### config.mk
export PLATFORM = sky130hd
export DESIGN_NAME = chkv_mod
export DESIGN_NICKNAME = d
export VERILOG_FILES = /design/src/hw/rtl/chkv_pkg.sv /design/src/hw/rtl/chkv_mod.sv
export SDC_FILE = /design/constraint.sdc
export NUM_CORES = 1
export LEC_CHECK = 0
export BUFFER_PORTS_ARGS = -buffer_cell sky130_fd_sc_hd__buf_2
export CAP_MARGIN = 10
export CORE_ASPECT_RATIO = 1.75
export CORE_UTILIZATION = 45
export CTS_BUF_LIST = sky130_fd_sc_hd__clkbuf_16
export CTS_CLUSTER_DIAMETER = 200
export DETAILED_ROUTE_END_ITERATION = 8
export PLACE_DENSITY = 0.69
export SLEW_MARGIN = 40
export SYNTH_ARGS = -nofsm -noshare
export SYNTH_HDL_FRONTEND = slang
export SYNTH_SLANG_ARGS = --single-unit
### constraint.sdc
create_clock -name clk -period 3.5 [get_ports clk]
set_clock_uncertainty 0.1 [all_clocks]
set_input_delay 0.35 -clock clk [delete_from_list [all_inputs] [get_ports clk]]
set_output_delay 0.35 -clock clk [all_outputs]
set_load 0.01 [all_outputs]
### src/hw/rtl/chkv_pkg.sv
// ----------------------------------------------------------------------------
// chkv_pkg
// Shared sizes, codes and types of the chained hash key-value store.
// ----------------------------------------------------------------------------
package chkv_pkg;

	localparam int NUM_BUCKETS  = 10;
	localparam int BUCKET_SLOTS = 8;
	localparam int TOTAL_SLOTS  = NUM_BUCKETS * BUCKET_SLOTS;

	localparam int KIND_W   = 2;
	localparam int KEY_W    = 31;
	localparam int DATA_W   = 32;
	localparam int STATUS_W = 3;

	localparam int SLOT_W  = $clog2(TOTAL_SLOTS);
	localparam int CNT_W   = $clog2(TOTAL_SLOTS + 1);
	localparam int REM_W   = $clog2(NUM_BUCKETS);
	localparam int SCNT_W  = $clog2(BUCKET_SLOTS + 1);

	// The bucket index is found by multiplying with the rounded-up reciprocal
	// of the bucket count; with this shift the quotient is exact for any key.
	localparam int MOD_SHIFT = KEY_W + $clog2(NUM_BUCKETS);
	localparam int RECIP_W   = KEY_W + 1;
	localparam int PROD_W    = KEY_W + RECIP_W;
	localparam int QUO_W     = PROD_W - MOD_SHIFT;
	localparam logic [RECIP_W-1:0] MOD_RECIP = RECIP_W'(
		((64'd1 << MOD_SHIFT) + 64'(NUM_BUCKETS - 1)) / 64'(NUM_BUCKETS));

	localparam logic [KIND_W-1:0] KIND_INSERT = 2'd0;
	localparam logic [KIND_W-1:0] KIND_REMOVE = 2'd1;
	localparam logic [KIND_W-1:0] KIND_SEARCH = 2'd2;

	localparam logic [STATUS_W-1:0] ST_ADDED     = 3'd0;
	localparam logic [STATUS_W-1:0] ST_REPLACED  = 3'd1;
	localparam logic [STATUS_W-1:0] ST_REMOVED   = 3'd2;
	localparam logic [STATUS_W-1:0] ST_NOT_FOUND = 3'd3;
	localparam logic [STATUS_W-1:0] ST_FOUND     = 3'd4;
	localparam logic [STATUS_W-1:0] ST_FULL      = 3'd5;

	// Response of the remainder unit to the sequencer.
	typedef struct packed {
		logic             done;
		logic [REM_W-1:0] rem;
	} chkv_mod_rsp_t;

endpackage

### src/hw/rtl/chkv_mod.sv
// ----------------------------------------------------------------------------
// chkv_mod
// Remainder of a key by the bucket count in two steps: a multiply by the
// reciprocal gives the quotient, then the quotient times the count is
// subtracted from the key.
// ----------------------------------------------------------------------------
module chkv_mod import chkv_pkg::*; (
	input  logic             clk,
	input  logic             arst_n,
	input  logic             start,
	input  logic [KEY_W-1:0] key,
	output chkv_mod_rsp_t    rsp
);

	logic [KEY_W-1:0]  key_q;
	logic [QUO_W-1:0]  quo_q;
	logic              busy_q;
	logic              done_q;
	logic [REM_W-1:0]  rem_q;
	logic [PROD_W-1:0] prod;
	logic [KEY_W-1:0]  rem_full;

	assign prod     = PROD_W'(key) * PROD_W'(MOD_RECIP);
	// The true remainder is small, so the difference is exact at key width.
	assign rem_full = key_q - KEY_W'(quo_q) * KEY_W'(NUM_BUCKETS);

	always_ff @(posedge clk or negedge arst_n) begin
		if (!arst_n) begin
			key_q  <= '0;
			quo_q  <= '0;
			busy_q <= 1'b0;
			done_q <= 1'b0;
			rem_q  <= '0;
		end else if (start) begin
			key_q  <= key;
			quo_q  <= prod[PROD_W-1:MOD_SHIFT];
			busy_q <= 1'b1;
			done_q <= 1'b0;
		end else if (busy_q) begin
			rem_q  <= rem_full[REM_W-1:0];
			busy_q <= 1'b0;
			done_q <= 1'b1;
		end else begin
			done_q <= 1'b0;
		end
	end

	assign rsp.done = done_q;
	assign rsp.rem  = rem_q;

endmodule

==> results of run 1 <==
-- worst max-delay path, delay by kind of cell --
family                     cells  cell delay (ns)
buffers and inverters          6             0.54
and+or+nand+nor                1             0.06
xor gates and xnor gates       1             0.10
AOI/OAI and AO/OA              3             0.57
adders and majority gates      9             4.11
muxes                          1             0.26
-- per-layer routing --
metal	wire length, um	GRT usage, %	vias up
met2	12300	49.8	149
met4	1690	13.5	0
li1	-	-	2774
met3	434	1.52	95
met5	0	0	-
met1	6480	22.1	2976
-- flip-flops by register name, summed over array words and instances (netlist names) --
register,flops
done_q,1
key_q,4
quo_q,3
rem_q,4
busy_q,1
-- metrics by stage --
step           TNS, ns  std cells
5_1_grt          -7.68       1199
6_report         -7.19       1199
2_1_floorplan    -6.59        793
3_3_place_gp     -8.03       1183
3_5_place_dp     -8.38       1183
4_1_cts          -7.29       1195
-- cell families (layout without fill, tap and decap cells) --
logic type	Yosys count	after routing	synth area share, %
flip-flops	13	13	4.00
AND/OR/NAND/NOR	56	56	3.41
XOR/XNOR	24	24	2.58
AO/OA/AOI/OAI	65	65	5.20
buffers and inverters	268	443	12.4
adder cells (fa/ha/maj)	363	363	71.9
multiplexers	4	4	0.553
-- how the worst max path moves through the flow --
stage,to,start,slack [ns],depth (start not counted)
5_1_grt,quo_q[1],key[11],-2.61,21
6_report,quo_q[1],key[11],-2.48,21
3_3_place_gp,quo_q[2],key[5],-2.70,20
3_5_place_dp,quo_q[1],key[5],-2.80,21
2_1_floorplan,quo_q[2],key[6],-2.24,18
4_1_cts,quo_q[2],key[5],-2.48,20
-- placed cells by master, fill, tap and decap left out, types with 2 or more instances in the layout --
cell       Yosys  routed
a211oi_1       5       3
a211oi_2       0       2
a21o_1        11      11
a21oi_1       21      12
a21oi_2        0       7
a21oi_4        0       2
and3_1         3       3
buf_2          0      29
buf_4          1     136
buf_6          0       6
clkbuf_16      0       3
dfrtp_1       13      13
fa_1         174     146
fa_2           0      28
ha_1         189     162
ha_2           0       2
ha_4           0      25
inv_1        265     240
inv_2          0      23
inv_4          0       2
mux2_2         4       3
nand2_1       15      13
nand3_1        9       6
nand3_2        1       2
nand3_4        0       2
nand4_1        4       4
nor2_1        12      10
nor2_2         0       2
nor3_1         6       3
nor3_2         0       3
o211ai_1       4       4
o21a_1         2       2
o21ai_0       11       9
or2_2          2       2
xnor2_1       17      17
xor2_1         7       6
-- cell type report --
class                           count  area [um2]
Clock inverter                      1        3.75
Timing Repair Buffer              174        1280
Fill cell                        1507        7300
Multi-Input combinational cell    512        7340
Tap cell                          231         289
Sequential cell                    13         325
Inverter                          265        1000
Clock buffer                        3        75.1
-- what timing repair did --
item	in CTS	in global routing
setup endpoints to repair	3	3
endpoints found under the hold margin	13	0
hold buffers	1	0
buffers inserted	7	4
pin swaps	45	72
resized for setup	34	59
==> metrics.yaml, run 1 <==
synthesis:
  synth_seq_area_share_pct: 4.00
  synth.avg_cell_area_um2: 10.3
  synth_area_leaders: "fa_1 (43%), ha_1 (29%), inv_1 (12%)"
  yosys_register_bits: 13
  synth.net_count: 1190
  synth_top_cell_by_area: "fa_1"
  synth_edf_count: 0
  async_flop_share_pct: 100
  synthCells: 793
  synth_top_area_share_pct: 42.8
  ys_types: 38
  yosys-top-cells-count: "inv_1 (265), ha_1 (189), fa_1 (174), a21oi_1 (21), xnor2_1 (17)"
  syn_area_um2: 8140
  synth.most_common_cell: "inv_1"
  ys_warn_count: 0
  synth-main-ff-cell: "dfrtp_1"
critical_path:
  crit_chain: "buf_4 > inv_2 > ha_4 > fa_2 > fa_1 > buf_4 > inv_1 > fa_2 > fa_1 > fa_1 > fa_1 > inv_1 > fa_1 > inv_1 > ha_4 > nand2_4 > a311oi_2 > a21oi_2 > o211ai_1 > xor2_1 > mux2_4"
  r2r-end: "rem_q[3]"
  regToRegStartpoint: "quo_q[0]"
  r2r_slack_ns: 1.85
  crit_path_frequent_cell: "fa_1"
  rr_worst_depth: 5
  cp_max_fo: 3
  crit_required_ns: 3.52
  cp-start-kind: "input port"
  cp.arrival_ns: 6.01
  criticalPathCategory: "input port to flip-flop"
  slowest_stage: "fa_1"
  slowest_delay_ns: 0.58
  endpoint_kind: "flip-flop"
routing:
  wire_per_inst_um: 17.4
  ant_nets: 0
  drtIter0Drc: 167
  vias_per_cell: 5.00
  routed_wl_um: 20900
  dr_total_vias: 5994
  drc: 0
  drtPass1Iterations: 4
floorplanning:
  rows: 64
  die_w_um: 104
  die_area_um2: 18600
  die_h_um: 180
  fp.coreArea_um2: 17600
  ios: 39
  initial_core_util_pct: 46.2
sta:
  fmax_ghz: 0.167
  final_max_slew_viol_count: 0
  tightestPinTransition_ns: 0.388
  rsz0062_at_grt: "true"
  hold_viol: 0
  fin_ws_ns: -2.48
  setup_viol: 3
  finalCritPeriodShare_pct: 171
  holdWs_ns: 0.266
  period_minus_slack_ns: 5.98
  relSlewSlack_pct: 74.2
placed_design:
  dp_hpwl_um: 18900
  port-buffer-count: 38
  placed_area_um2: 9730
  gp_congestion: 0.942
  dpl_worst_slack_ns: -2.80
cells_and_area:
  fin_util_pct: 58.6
  design_area_um2: 10300
  fin_nets: 1366
  n_antenna_cell: 0
  drive_gt1_share_pct: 30.3
  syn2layout_area_growth_pct: 26.7
outcome:
  failed_checks: "setup timing"
  outcome: "finished, violations left"
grt:
  grt_pass1_wl_um: 34300
  grt_pass1_vias: 7147
  antenna_found_initial: 0
  grt_overflow: 0
  grt_max_degree: 14
  grt_usage_pct: 23.9
clock_network:
  cts_max_level: 1
  clockBufferDepth: 2
  path_clk_slew_ns: 0.04
  cts_root_buffer: "clkbuf_16"
  clk_latency_ns: 0.24
  cts_buffers: 3
  cts.sinks: 13
  tritoncts: "yes"
min_path:
  min_from: "start"
  hold_end: "busy_q"
  hold_depth: 1
  hp-class: "input port to flip-flop"
flow_run:
  cap_violations: 0
Power of run 1 is left out: the tool's default activity adds up to more than one toggle a clock period on the data nets, which glitch-free logic cannot reach.
==> run 2: changes to the inputs <==
Settings changed: PLACE_DENSITY 0.69 to 0.73.
==> run 2 against run 1 <==
Net effect: the run still ends with setup timing left; final cell count about the same; design area increased by 0.53%; routed wire length decreased by 2.8%; die area unchanged; critical endpoint unchanged; largest cell class unchanged.
==> metrics.yaml, run 2 (synthesis gave the netlist of run 1 again) <==
grt:
  grt_pass1_vias: 7099  # -0.67%
  grt_usage_pct: 23.4  # -0.52 points
  grt_pass1_wl_um: 33700  # -1.8%
  grt_overflow: 0  # unchanged
  antenna_found_initial: 0  # unchanged
  grt_max_degree: 14  # unchanged
clock_network:
  cts_root_buffer: "clkbuf_16"
  cts_buffers: 3  # unchanged
  tritoncts: "yes"
  clk_latency_ns: 0.24  # about the same
  cts.sinks: 13  # unchanged
  path_clk_slew_ns: 0.04  # about the same
  clockBufferDepth: 2  # unchanged
  cts_max_level: 1  # unchanged
routing:
  vias_per_cell: 5.01  # +0.18%
  ant_nets: 0  # unchanged
  routed_wl_um: 20300  # -2.8%
  wire_per_inst_um: 17.0  # -2.7%
  drtPass1Iterations: 4  # unchanged
  drc: 0  # unchanged
  drtIter0Drc: 174  # +4.2%
  dr_total_vias: 6000  # +0.10%
cells_and_area:
  layout_commonest_cell: "inv_1"
  n_fill_cell: 1470  # -2.5%
  syn2layout_area_growth_pct: 27.4
  fin_nets: 1365  # -0.073%
  drive_gt1_share_pct: 31.7  # +1.5 points
  design_area_um2: 10400  # +0.53%
  reg.largest.list: "key_q (4), rem_q (4), quo_q (3)"
  layout_common_cells: "inv_1 (237), ha_1 (158), fa_1 (145), buf_4 (134), buf_2 (34)"
  n_antenna_cell: 0  # unchanged
sta:
  fmax_ghz: 0.169  # +0.92%
  final_max_slew_viol_count: 0  # unchanged
  hold_viol: 0  # unchanged
  relSlewSlack_pct: 74.2  # about the same
  setup_viol: 3  # unchanged
  rsz0062_at_grt: "true"
  tightestPinTransition_ns: 0.387  # -0.000471 ns
  fin_ws_ns: -2.43  # +0.0545 ns
  finalCritPeriodShare_pct: 169  # -1.6 points
  period_minus_slack_ns: 5.93  # -0.0545 ns
critical_path:
  criticalPathCategory: "input port to flip-flop"
  cp-start-kind: "input port"
  regToRegStartpoint: "quo_q[0]"
  crit_required_ns: 3.52  # about the same
  crit_end: "quo_q[1]"
  startpoint: "key[20]"
  rr_worst_depth: 5  # unchanged
  r2r-end: "rem_q[3]"
  cp_max_fo: 3  # unchanged
  endpoint_kind: "flip-flop"
  cp.arrival_ns: 5.95  # -0.06 ns
  r2r_slack_ns: 1.87  # +0.02 ns
placed_design:
  dp_hpwl_um: 18600  # -1.2%
  port-buffer-count: 38  # unchanged
  placed_area_um2: 9740  # +0.15%
  dpl_worst_slack_ns: -2.77  # +0.0361 ns
  gp_congestion: 0.943  # +0.17%
floorplanning:
  die_area_um2: 18600  # unchanged
  fp.coreArea_um2: 17600  # unchanged
  initial_core_util_pct: 46.2  # unchanged
  ios: 39  # unchanged
  die_h_um: 180  # unchanged
  rows: 64  # unchanged
  die_w_um: 104  # unchanged
outcome:
  failed_checks: "setup timing"
  outcome: "finished, violations left"
min_path:
  hp-class: "input port to flip-flop"
flow_run:
  cap_violations: 0  # unchanged
-- run 2: cell types whose count changed in the layout (fill, tap and decap cells not counted), moves of 3 or more --
cell and delta:
nand3_1 -3, nand3_2 +3, ha_4 +3, ha_1 -4, buf_2 +5, inv_2 +4, buf_6 -3, inv_1 -3
-- run 2: area by class of cell --
| cell class | count | area (um2) | area share, % |
|---|---|---|---|
| clock buffer | 3 | 75.1 | 0.724 |
| clock inverter | 1 | 3.75 | 0.0362 |
| inverter | 265 | 1000 | 9.64 |
| multi-input combinational | 512 | 7440 | 71.8 |
| sequential | 13 | 325 | 3.14 |
| tap | 231 | 289 | 2.79 |
| timing repair buffer | 173 | 1230 | 11.9 |
-- run 2: worst min-delay path by stage --
stage,endpoint,start,cells after the start
after floorplan,busy_q,arst_n,0
after global placement,done_q,arst_n,1
after detailed placement,rem_q[2],arst_n,1
after CTS,busy_q,start,1
after global routing,busy_q,start,1
final,busy_q,start,1
-- run 2: per-stage QoR --
step / setup TNS [ns] / hold slack [ns] / util (%) / std cells
floorplan: -6.59 / -0.0456 / - / 793
global placement: -7.98 / 0.146 / 55.3 / 1185
detailed placement: -8.18 / 0.150 / 55.3 / 1185
CTS: -7.11 / 0.256 / 56.7 / 1192
global route: -7.60 / 0.263 / 58.9 / 1198
finish: -7.10 / 0.268 / 58.9 / 1198
-- run 2: timing repair --
item / in CTS / in global routing
endpoints found under the setup margin: 3 / 3
hold buffers: 1 / 0
setup buffers: 2 / 6
pin swaps: 45 / 74
resized for setup: 35 / 65
endpoints found under the hold margin: 13 / 0
-- run 2: critical path, cell delays in order --
cell and delay, ns:
buf_4 0.10, inv_2 0.04, ha_4 0.25, inv_2 0.03
fa_2 0.40, fa_2 0.63, buf_6 0.12, fa_1 0.45
fa_1 0.55, fa_1 0.54, inv_2 0.04, fa_1 0.46
fa_1 0.57, inv_2 0.05, ha_4 0.14, a21o_1 0.17
a21o_1 0.18, o21a_1 0.19, nor2_1 0.11, o211ai_1 0.13
xor2_1 0.18, mux2_2 0.26
-- run 2: layer usage --
layer  wire length [um]  GRT usage (%)  up-vias
met5                  0              0        -
met4               1770           14.5        0
met3                491           1.60       96
met2              11500           47.7      147
met1               6540           22.0     2980
li1                   -              -     2777
Power of run 2 is left out for the same reason.
